[config.mk]
export PLATFORM = sky130hd
export DESIGN_NAME = ready_queue_scheduler_core
export DESIGN_NICKNAME = d
export VERILOG_FILES = /design/src/design/rqs_pkg.sv /design/src/design/ready_queue_scheduler_core.sv /design/src/design/rqs_ram.sv /design/src/design/rqs_ctrl.sv /design/src/design/rqs_dpath.sv
export SDC_FILE = /design/constraint.sdc
export NUM_CORES = 1
export LEC_CHECK = 0
export BUFFER_PORTS_ARGS = -buffer_cell sky130_fd_sc_hd__buf_4
export CAP_MARGIN = 20
export CORE_UTILIZATION = 50
export DETAILED_ROUTE_END_ITERATION = 16
export MAX_ROUTING_LAYER = met4
export PLACE_DENSITY_LB_ADDON = 0.1
export SLEW_MARGIN = 0
export SYNTH_ARGS = -nofsm -noshare
export SYNTH_HDL_FRONTEND = slang
export SYNTH_HIERARCHICAL = 1
export SYNTH_SLANG_ARGS = --single-unit
export TNS_END_PERCENT = 50
[constraint.sdc]
create_clock -name clk -period 5.9 [get_ports clk]
set_clock_uncertainty 0.05 [all_clocks]
set_input_delay 1.18 -clock clk [delete_from_list [all_inputs] [get_ports clk]]
set_output_delay 1.18 -clock clk [all_outputs]
set_load 0.1 [all_outputs]
[src/design/rqs_pkg.sv]
// Shared types and codes for the ready queue scheduler.
package rqs_pkg;

  localparam logic FUNC_INSERT = 1'b0;
  localparam logic FUNC_SELECT = 1'b1;

  localparam logic [1:0] POL_FIFO = 2'd0;
  localparam logic [1:0] POL_SJF  = 2'd1;
  localparam logic [1:0] POL_PRIO = 2'd2;

  typedef struct packed {
    logic       func;
    logic [7:0] proc_id;
    logic [7:0] job_size;
    logic [7:0] prio_level;
  } in_item_t;

  typedef struct packed {
    logic       found;
    logic [7:0] out_id;
    logic [7:0] out_size;
    logic [7:0] out_prio;
    logic       dropped;
    logic [4:0] occupancy;
  } out_item_t;

  typedef struct packed {
    logic [7:0] proc_id;
    logic [7:0] job_size;
    logic [7:0] prio_level;
  } entry_t;

  typedef enum logic [2:0] {
    ST_IDLE,
    ST_SCAN,
    ST_SCAN_DRAIN,
    ST_SHIFT_INIT,
    ST_SHIFT,
    ST_SHIFT_DRAIN,
    ST_FINISH
  } state_t;

  typedef struct packed {
    logic ins_item;
    logic sel_empty;
    logic scan_start;
    logic scan_rd;
    logic shift_start;
    logic shift_rd;
    logic finish;
  } cmd_t;

  typedef struct packed {
    logic full;
    logic empty;
    logic scan_last;
    logic shift_none;
    logic shift_last;
  } stat_t;

endpackage

[src/design/ready_queue_scheduler_core.sv]
// Ready queue scheduler top level: ordered process list with FIFO, SJF and priority pick.
//
// Input: an item (insert or select) is taken when start is high and busy is low.
// Output: each item gives one result, shown on out_data for exactly one cycle
//   while out_valid is high; the receiver cannot stall it and must take it then.
// Config: cfg_data (policy) is written when cfg_valid and cfg_ready are high;
//   cfg_ready is low while an item is in progress.
// Insert, and select from an empty list, finish in one cycle: the result shows
//   in the cycle after acceptance and a new item may be taken in that same cycle.
// A select scans L entries (L = list count for SJF and priority, 1 for FIFO)
//   through the list memory's single read port, one entry a cycle, then moves up
//   the S entries behind the chosen one, one per cycle through the same port.
//   busy stays high through the scan, scan drain, shift set-up, any shifts and shift
//   drain (only when S > 0) and finish steps; the result shows in the cycle busy drops.
// Reset (rst_n low, synchronous) empties the list and sets the policy to FIFO.
module ready_queue_scheduler_core #(
  parameter int LIST_DEPTH = 16
) (
  input  logic               clk,
  input  logic               rst_n,
  input  logic               start,
  output logic               busy,
  input  rqs_pkg::in_item_t  in_data,
  output logic               out_valid,
  output rqs_pkg::out_item_t out_data,
  input  logic               cfg_valid,
  output logic               cfg_ready,
  input  logic [1:0]         cfg_data
);
  import rqs_pkg::*;

  cmd_t  cmd;
  stat_t stat;

  assign cfg_ready = !busy;

  rqs_ctrl u_ctrl (
    .clk   (clk),
    .rst_n (rst_n),
    .start (start),
    .func  (in_data.func),
    .stat  (stat),
    .busy  (busy),
    .cmd   (cmd)
  );

  rqs_dpath #(
    .LIST_DEPTH (LIST_DEPTH)
  ) u_dpath (
    .clk       (clk),
    .rst_n     (rst_n),
    .in_data   (in_data),
    .cfg_we    (cfg_valid && cfg_ready),
    .cfg_data  (cfg_data),
    .cmd       (cmd),
    .stat      (stat),
    .out_valid (out_valid),
    .out_data  (out_data)
  );

  // An accepted select either starts a scan or reports an empty list next cycle.
  a_select_progress: assert property (@(posedge clk) disable iff (!rst_n)
    (start && !busy && (in_data.func == FUNC_SELECT)) |=> (busy || out_valid))
    else $error("select item neither scanned nor answered");

  // An accepted insert answers next cycle with no entry returned.
  a_insert_result: assert property (@(posedge clk) disable iff (!rst_n)
    (start && !busy && (in_data.func == FUNC_INSERT)) |=> (out_valid && !out_data.found))
    else $error("insert item result missing or wrong");

  // A returned entry only comes out of a select that held busy high.
  a_found_after_busy: assert property (@(posedge clk) disable iff (!rst_n)
    (out_valid && out_data.found) |-> $past(busy))
    else $error("entry returned without a scan");

  // Controller issues at most one datapath command at a time.
  a_cmd_exclusive: assert property (@(posedge clk) disable iff (!rst_n)
    $onehot0({cmd.ins_item, cmd.sel_empty, cmd.scan_start, cmd.scan_rd,
              cmd.shift_start, cmd.shift_rd, cmd.finish}))
    else $error("conflicting datapath commands");

endmodule

[src/design/rqs_ram.sv]
// Generic single-write, single-read RAM with registered read data.
module rqs_ram #(
  parameter int WIDTH = 24,
  parameter int DEPTH = 16
) (
  input  logic                     clk,
  input  logic                     we,
  input  logic [$clog2(DEPTH)-1:0] waddr,
  input  logic [WIDTH-1:0]         wdata,
  input  logic [$clog2(DEPTH)-1:0] raddr,
  output logic [WIDTH-1:0]         rdata
);

  logic [WIDTH-1:0] mem_r [DEPTH];
  logic [WIDTH-1:0] rdata_r;

  always_ff @(posedge clk) begin
    if (we) begin
      mem_r[waddr] <= wdata;
    end
    rdata_r <= mem_r[raddr];
  end

  assign rdata = rdata_r;

endmodule

[src/design/rqs_ctrl.sv]
// Controller state machine: sequences insert, scan, shift and finish steps.
module rqs_ctrl (
  input  logic           clk,
  input  logic           rst_n,
  input  logic           start,
  input  logic           func,
  input  rqs_pkg::stat_t stat,
  output logic           busy,
  output rqs_pkg::cmd_t  cmd
);
  import rqs_pkg::*;

  state_t state_r, state_nxt;
  logic   accept;

  assign accept = start && (state_r == ST_IDLE);

  always_ff @(posedge clk) begin
    if (!rst_n) begin
      state_r <= ST_IDLE;
    end else begin
      state_r <= state_nxt;
    end
  end

  always_comb begin
    state_nxt = state_r;
    unique case (state_r)
      ST_IDLE: begin
        if (accept && (func == FUNC_SELECT) && !stat.empty) begin
          state_nxt = ST_SCAN;
        end
      end
      ST_SCAN: begin
        if (stat.scan_last) begin
          state_nxt = ST_SCAN_DRAIN;
        end
      end
      ST_SCAN_DRAIN: state_nxt = ST_SHIFT_INIT;
      ST_SHIFT_INIT: begin
        state_nxt = stat.shift_none ? ST_FINISH : ST_SHIFT;
      end
      ST_SHIFT: begin
        if (stat.shift_last) begin
          state_nxt = ST_SHIFT_DRAIN;
        end
      end
      ST_SHIFT_DRAIN: state_nxt = ST_FINISH;
      ST_FINISH: state_nxt = ST_IDLE;
      default: state_nxt = ST_IDLE;
    endcase
  end

  always_comb begin
    busy            = (state_r != ST_IDLE);
    cmd.ins_item    = accept && (func == FUNC_INSERT);
    cmd.sel_empty   = accept && (func == FUNC_SELECT) && stat.empty;
    cmd.scan_start  = accept && (func == FUNC_SELECT) && !stat.empty;
    cmd.scan_rd     = (state_r == ST_SCAN);
    cmd.shift_start = (state_r == ST_SHIFT_INIT);
    cmd.shift_rd    = (state_r == ST_SHIFT);
    cmd.finish      = (state_r == ST_FINISH);
  end

endmodule

[src/design/rqs_dpath.sv]
// Datapath: list storage, count, scan pointer, best-entry tracking, result register.
module rqs_dpath #(
  parameter int LIST_DEPTH = 16
) (
  input  logic               clk,
  input  logic               rst_n,
  input  rqs_pkg::in_item_t  in_data,
  input  logic               cfg_we,
  input  logic [1:0]         cfg_data,
  input  rqs_pkg::cmd_t      cmd,
  output rqs_pkg::stat_t     stat,
  output logic               out_valid,
  output rqs_pkg::out_item_t out_data
);
  import rqs_pkg::*;

  localparam int AW = $clog2(LIST_DEPTH);
  localparam int CW = $clog2(LIST_DEPTH + 1);

  logic [1:0]    policy_r;
  logic [CW-1:0] cnt_r, cnt_nxt;
  logic [CW-1:0] ptr_r, ptr_nxt;
  logic          scan_vld_r, shift_vld_r;
  logic [AW-1:0] rd_addr_r;
  logic          have_r;
  logic [7:0]    best_key_r;
  logic [AW-1:0] best_idx_r;
  entry_t        best_ent_r;
  logic          out_valid_r;
  out_item_t     out_r, out_nxt;

  logic          keyed;
  logic [CW-1:0] scan_lim;
  logic [CW-1:0] best_next;
  logic [7:0]    key;
  logic          take;
  logic          ins_ok;
  entry_t        rd_ent, wr_ent;
  logic          ram_we;
  logic [AW-1:0] ram_waddr;

  assign keyed     = (policy_r == POL_SJF) || (policy_r == POL_PRIO);
  assign scan_lim  = keyed ? cnt_r : CW'(1);
  assign best_next = CW'(best_idx_r) + CW'(1);

  assign stat.full       = (cnt_r == CW'(LIST_DEPTH));
  assign stat.empty      = (cnt_r == '0);
  assign stat.scan_last  = ((ptr_r + CW'(1)) == scan_lim);
  assign stat.shift_none = (best_next >= cnt_r);
  assign stat.shift_last = ((ptr_r + CW'(1)) == cnt_r);

  assign ins_ok = cmd.ins_item && !stat.full;

  assign key  = (policy_r == POL_SJF) ? rd_ent.job_size : rd_ent.prio_level;
  assign take = scan_vld_r && (!have_r || (key < best_key_r));

  // Shifted entries move up one place: write back one slot below where they were read.
  assign wr_ent.proc_id    = in_data.proc_id;
  assign wr_ent.job_size   = in_data.job_size;
  assign wr_ent.prio_level = in_data.prio_level;
  assign ram_we    = ins_ok || shift_vld_r;
  assign ram_waddr = shift_vld_r ? (rd_addr_r - AW'(1)) : cnt_r[AW-1:0];

  rqs_ram #(
    .WIDTH ($bits(entry_t)),
    .DEPTH (LIST_DEPTH)
  ) u_list (
    .clk   (clk),
    .we    (ram_we),
    .waddr (ram_waddr),
    .wdata (shift_vld_r ? rd_ent : wr_ent),
    .raddr (ptr_r[AW-1:0]),
    .rdata (rd_ent)
  );

  always_comb begin
    cnt_nxt = cnt_r;
    if (ins_ok) begin
      cnt_nxt = cnt_r + CW'(1);
    end else if (cmd.finish) begin
      cnt_nxt = cnt_r - CW'(1);
    end
  end

  always_comb begin
    ptr_nxt = ptr_r;
    if (cmd.scan_start) begin
      ptr_nxt = '0;
    end else if (cmd.shift_start) begin
      ptr_nxt = best_next;
    end else if (cmd.scan_rd || cmd.shift_rd) begin
      ptr_nxt = ptr_r + CW'(1);
    end
  end

  always_comb begin
    out_nxt = '0;
    if (cmd.ins_item) begin
      out_nxt.dropped   = stat.full;
      out_nxt.occupancy = 5'(cnt_nxt);
    end else if (cmd.sel_empty) begin
      out_nxt.occupancy = 5'(cnt_r);
    end else if (cmd.finish) begin
      out_nxt.found     = 1'b1;
      out_nxt.out_id    = best_ent_r.proc_id;
      out_nxt.out_size  = best_ent_r.job_size;
      out_nxt.out_prio  = best_ent_r.prio_level;
      out_nxt.occupancy = 5'(cnt_nxt);
    end
  end

  always_ff @(posedge clk) begin
    if (!rst_n) begin
      policy_r    <= POL_FIFO;
      cnt_r       <= '0;
      ptr_r       <= '0;
      scan_vld_r  <= 1'b0;
      shift_vld_r <= 1'b0;
      have_r      <= 1'b0;
      out_valid_r <= 1'b0;
    end else begin
      if (cfg_we) begin
        policy_r <= cfg_data;
      end
      cnt_r       <= cnt_nxt;
      ptr_r       <= ptr_nxt;
      scan_vld_r  <= cmd.scan_rd;
      shift_vld_r <= cmd.shift_rd;
      if (cmd.scan_start) begin
        have_r <= 1'b0;
      end else if (take) begin
        have_r <= 1'b1;
      end
      out_valid_r <= cmd.ins_item || cmd.sel_empty || cmd.finish;
    end
  end

  always_ff @(posedge clk) begin
    rd_addr_r <= ptr_r[AW-1:0];
    if (take) begin
      best_key_r <= key;
      best_idx_r <= rd_addr_r;
      best_ent_r <= rd_ent;
    end
    if (cmd.ins_item || cmd.sel_empty || cmd.finish) begin
      out_r <= out_nxt;
    end
  end

  assign out_valid = out_valid_r;
  assign out_data  = out_r;

endmodule
# Yosys cells after proc, flatten, opt, wreduce, memory -nomap -nowiden
# Memories as Yosys holds them, arrays and structs flattened. A register that Yosys moved wholly into a read port is not among the register bits.
# Cells that the tools add are included.
word_totals:
  reg_bits: 90
  mem_bits_rw: 384
  word_cells: 90
  input_bits: 31
  memories: 1
  output_inout_bits: 34
classes:
  muxes: 19
  n_eq_ne: 14
  n_lt_le_gt_ge: 2
  reduce_logical: 26
  add_sub_neg: 5
  bitwise: 3
mem_list:
  columns: ["name", "words", "width", "rd", "rd_clocked_by_memory_dff", "wr", "line", "rtl"]
  rows:
  - ["u_dpath.u_list.mem_r", 16, 24, 1, 1, 1, "rqs_ram.sv:14", "logic [WIDTH-1:0] mem_r [DEPTH];"]
op_table:
  columns: ["op", "n"]
  rows:
  - ["2-to-1 mux 5 bit", 8]
  - ["2-to-1 mux 25 bit", 1]
  - ["2-to-1 mux 24 bit", 1]
  - ["case mux 3 bit (6 select lines)", 1]
  - ["adder 5 x 1 -> 5 bit (second input constant)", 2]
  - ["== test 5 bit", 2]
  - ["== test 3 bit (second input constant)", 3]
  - ["2-to-1 mux 3 bit", 3]
  - ["logical AND 1 bit", 8]
  - ["< comparator 8 bit", 1]
  - ["2-to-1 mux 8 bit", 1]
  - ["== test 3 x 2 -> 1 bit (second input constant)", 2]
  - ["logical OR 1 bit", 6]
  - ["!= test 2 bit (second input constant)", 3]
  - ["adder 4 x 1 -> 5 bit (second input constant)", 1]
  - ["== test 5 bit (second input constant)", 1]
  - [">= comparator 5 bit", 1]
  - ["zero test 5 bit", 1]
  - ["subtractor 5 x 1 -> 5 bit (second input constant)", 1]
  - ["zero test 1 bit", 4]
  - ["2-to-1 mux 4 bit", 1]
  - ["OR reduction 2 bit", 2]
  - ["subtractor 4 x 1 -> 4 bit (second input constant)", 1]
  - ["== test 3 x 1 -> 1 bit (second input constant)", 1]
  - ["other kinds (10)", 13]

# Depth between registers and ports, before layout
depth:
  word_depth: 8
  ltp_mapped: 10
  ltp_nobuf: 9

# Cells and area by module
# The synthesis kept the hierarchy.
by_module_without_submodules:
  columns: ["mod", "cells_each", "area_per_inst_um2", "n_inst", "seq_area_each_um2"]
  rows:
  - ["rqs_ram", 636, 14930.6, 1, 12011.5]
  - ["rqs_dpath", 354, 4230.3, 1, 2412.3]
  - ["rqs_ctrl", 29, 221.5, 1, 60.1]
  - ["ready_queue_scheduler_core", 2, 10.0, 1, 0.0]

# Worst setup path after synthesis
# OpenSTA, ideal clock, no wires.
synth_path:
  kind: "input-to-reg"
  startpoint: "input start"
  endpoint: "memory u_dpath.u_list.mem_r[0][0] (enable)"
  path_slack_ns: 1.463
  arrival_ns: 3.952
  n_path_buf: 1
  setup_time_ns: 0.435
  required_time_ns: 5.415
  path_stages: 7
  cell_sequence: "nand2_1 -> nor2_1 -> nor2b_1 -> buf_2 -> or2_2 -> or3b_2 -> nor3_1"
synth_lines:
  columns: ["item", "line", "rtl"]
  rows:
  - ["start: declaration", "ready_queue_scheduler_core.sv:21", "input logic start,"]
  - ["end: declaration", "rqs_ram.sv:14", null]

==> flow_results.org <==
** Flow run
- Across the run, the number of max-cap violations was 0.

** STA
- Measured against its own limit, the worst slew margin works out to ~28%.
- At the pin with the least slew margin, the transition time is about 1100 ps.
- The final critical path takes up between 60% and 70% of the cycle.
- Setup repair after global routing missed its margin :: no
- Final worst path period need :: a little under 4000 ps
- The final number of hold-violating endpoints came to 0.
- Setup violations remaining at the end of the flow were counted as 0.
- Final worst setup slack :: roughly 2000 ps
- After routing, the total negative slack on setup checks comes to 0 ps.
- The total count of max-transition violations in the final report is 0.
- Final worst hold slack :: between 300 and 400 ps
- Peak clock frequency supported by timing :: around 260 MHz

** Synth
- Mean instance size in the synthesized netlist :: about 19 µm²
- By instance count, the leading cell after synthesis is edfxtp_1.
- Most area-consuming cells after synthesis :: edfxtp_1 (70%), mux4_2 (11%), dfxtp_1 (4.9%)
- Summing every instance area after synthesis gives roughly 19,000 µm².
- Number of flops mapped to enable cells by yosys :: 451
- Summed over all instances, the cell type with the most area after synthesis is edfxtp_1.
- Summing the areas of all xor and xnor instances in the mapped netlist gives less than 1% of the synthesized area.
- Area share of the largest cell type after synthesis :: a little over two thirds
- In the synthesized netlist the dominant register cell turns out to be edfxtp_1.
- Summing the areas of all compound-gate instances in the mapped netlist gives 3.61% of the synthesized area.
- Post-synth ARST share :: 0%
- Summing the sequential cell areas from Yosys gives between 70% and 80% of the chip area.
- Of the post-synthesis cell area, the part taken by muxes is between 10% and 20%.
- Commonest cells in the netlist :: edfxtp_1 (451), mux4_2 (96), a22oi_1 (50)
- Of the total synthesized cell area, the portion taken by full adders, half adders and majority gates is 1.23%.
- During synthesis, Yosys emitted a total of 6 warnings.
- Dominant combinational cell family by area after synthesis :: multiplexers
- Number of distinct library cells after synthesis :: between 40 and 50
- Counting every instance in the synthesized netlist gives between 1,000 and 1,500.
- Of the total synthesized cell area, the portion taken by AND, OR, NAND and NOR gates is around 4.6%.
- Synthesis-stage register bit count :: between 400 and 500
- The number of nets in the synthesized netlist is between 1,000 and 1,500.

** Power
- Leakage :: a little over 7 nW
- Power density cells :: a little over 400 nW/µm²
- Power comes to ~9 mW.
- Across the VDD grid, the largest voltage drop is between 0.0002 and 0.00025 V.

** Drt
- Drt first-iter violations :: around 700
- After detailed routing, the number of remaining DRC violations is 0.
- Post-detailed-routing wire length :: between 40,000 and 50,000 µm
- Across all layers, the routed design uses ~9,500 vias.
- In the routed layout, each cell is associated on average with a via count of slightly below 6.
- Dividing the detail-routed wire length by the instance count gives between 20 and 25 µm.
- Drt first pass iters :: 5
- The count of nets left with antenna violations once routing finished came out at 0.

** Layout
- Cells with a size suffix above 1 make up between 20% and 30% of the layout.
- Final net count :: 1,147
- Post-route non-filler standard cell count :: 1,649
- Area growth from synthesis to layout :: 14.2%

** Setup path
- Walking the worst path, the cells encountered are nor3_2 -> nand2_1 -> nor2_1 -> nor2b_1 -> or2_2 -> or3b_2 -> nor2_4.
- Max FO, Critical Path :: 24
- The worst setup path is captured at a flop.
- Cell family with the largest share of critical-path delay :: simple AND/OR/NAND/NOR gates
- The setup path with the least slack is of type reg2reg.
- Req. time, crit path :: ~6100 ps
- The largest individual stage delay along the critical path comes from the cell nor2_4.
- Largest incremental delay on the critical path :: 750 ps
- Setup crit start kind :: flop
- Counting both buffers and inverters, the worst setup path holds a total of 0.
- Data on the critical path arrives at its endpoint at about 4100 ps.

** Die
- From bottom edge to top edge, the die measures between 150 and 200 µm.
- The total area inside the core boundary comes to 37,900 µm².
- The floorplan has just over 70 rows.
- The die covers 39,600 µm².
- Die span in x :: between 150 and 200 µm
- 65 I/O pins were placed.
- Once the floorplan was initialized, standard cells occupied a little over 50% of the core.

** Clock network
- The clock reaches the later pin of the worst-skew pair after ~580 ps.
- Once the clock tree was built, the resizer swapped 0 gates to a different size.
- Quantity of hold-fixing buffers added after cts :: 0
- Clock-pin slew was measured on the worst setup and hold paths at around 60 ps.
- In this run the deepest clock path goes through 3 buffers.
- The tree is rooted in a clkbuf_16.
- The tree built by TritonCTS fans out to around 500 sinks.
- The clock tree synthesis step divided the H-tree into 2 levels.
- CTS buffer count :: 50
- TritonCTS built the clock tree.
- Buffers added to address setup during post-CTS repair amount to 0.

** Place
- # placed instances :: ~1,600
- Count of input and output buffers :: 64
- At the placement stage, the worst setup path has a slack of between 1000 and 1500 ps.
- Half-perimeter wire length after detailed placement :: around 24,000 µm
- The congestion estimate from routability-driven global placement came to 0.811.

** GRT
- Entering global routing, the biggest net connects 52 pins.
- First-pass GRT wire length :: approximately 60,000 µm
- Antenna violations before repair :: 1
- Global routing consumed, over all layers together, roughly 22% of the routing resources.
- The number of global-route vias before repair is approximately 9,600.
- Summed over all layers, the global routing overflow is 0.

** Worst hold path
- The tightest min-delay check is of the reg2reg type.

** Outcome
- The run finished with clean final reports.
==> layout make-up <==
| class | count | area, µm² |
|---|---|---|
| fillers | 2815 | 15800 |
| well taps | 511 | 639 |
| repair buffers | 80 | 601 |
| diodes | 1 | 2.50 |
| clock buffers | 66 | 1360 |
| multi-input cells | 441 | 4660 |
| flip-flops and latches | 498 | 14500 |
| clock inverters | 26 | 290 |
| inverters | 26 | 97.6 |
==> through the flow <==
step	util, %	cell area [µm²]
after floorplan	-	19400
after global placement	54.0	20500
after detailed placement	54.0	20500
after CTS	58.4	22100
after global routing	58.4	22100
final	58.4	22100
==> flip-flops by register name (all words and copies together), names as in the netlist <==
register	cells
u_dpath/u_list/rdata	24
u_dpath/rd_addr_r	4
u_dpath/u_list/mem_r	384
u_dpath/cnt_r	5
u_dpath/best_key_r	8
u_dpath/scan_vld_r	1
u_dpath/ptr_r	5
u_dpath/out_data	31
u_ctrl/state_r	3
u_dpath/have_r	1
u_dpath/best_idx_r	4
u_dpath/out_valid	1
u_dpath/policy_r	2
u_dpath/best_ent_r	24
u_dpath/shift_vld_r	1
==> metal layers <==
layer / global-route usage, % / up-vias / share of wire (%)
met5: - / - / 0
met4: 7.92 / 0 / 2.7
met3: 3.17 / 67 / 4.8
met2: 34.9 / 266 / 49
met1: 30.2 / 4934 / 44
li1: - / 4245 / -
==> power by group <==
group          switching (mW)  internal (mW)
clock                    1.28           1.88
combinational           0.956          0.509
sequential              0.167           4.12
==> cells by family (layout without fill, tap and decap cells) <==
group | count (synthesis) | after routing
other | 0 | 1
flip-flops | 498 | 498
AND/OR/NAND/NOR | 174 | 174
multiplexers | 133 | 133
adder cells (fa/ha/maj) | 19 | 19
AO/OA/AOI/OAI | 100 | 100
XOR/XNOR | 15 | 15
buffers and inverters | 82 | 198
==> placed cells by master, fill, tap and decap left out, types with 3 or more instances in the layout <==
cell type,count
a22oi_1,50
mux2i_1,4
nand4_1,3
nand3b_1,3
and3_1,26
clkinv_1,10
dfxtp_1,44
nand2b_1,7
nor3_2,5
edfxtp_1,451
nand2_1,39
a211oi_1,3
xor2_1,4
nor3_1,4
clkbuf_16,50
nor2b_1,11
buf_4,80
clkbuf_8,5
a21oi_1,19
nand3_1,10
mux4_2,96
o21ai_0,13
nor2_1,29
nor2_4,12
nor3b_1,5
clkinv_2,7
xnor2_1,11
and2_1,8
inv_1,25
clkbuf_1,11
bufinv_16,6
ha_1,19
mux2_2,33
==> path summary, 6_finish.rpt <==
kind                               startpoint                               endpoint  slack [ps]  cells past startpoint
min          u_dpath/u_list/rdata[20]$_DFF_P_       u_dpath/best_ent_r[20]$_DFFE_PP_         380                      0
max reg2reg    u_ctrl/state_r[0]$_SDFFE_PN0P_  u_dpath/u_list/mem_r[2][14]$_DFFE_PP_        2000                      7
max            u_ctrl/state_r[0]$_SDFFE_PN0P_  u_dpath/u_list/mem_r[2][14]$_DFFE_PP_        2000                      7
min reg2reg  u_dpath/u_list/rdata[20]$_DFF_P_       u_dpath/best_ent_r[20]$_DFFE_PP_         380                      0
Note: power is estimated with default switching activity, not from simulation.
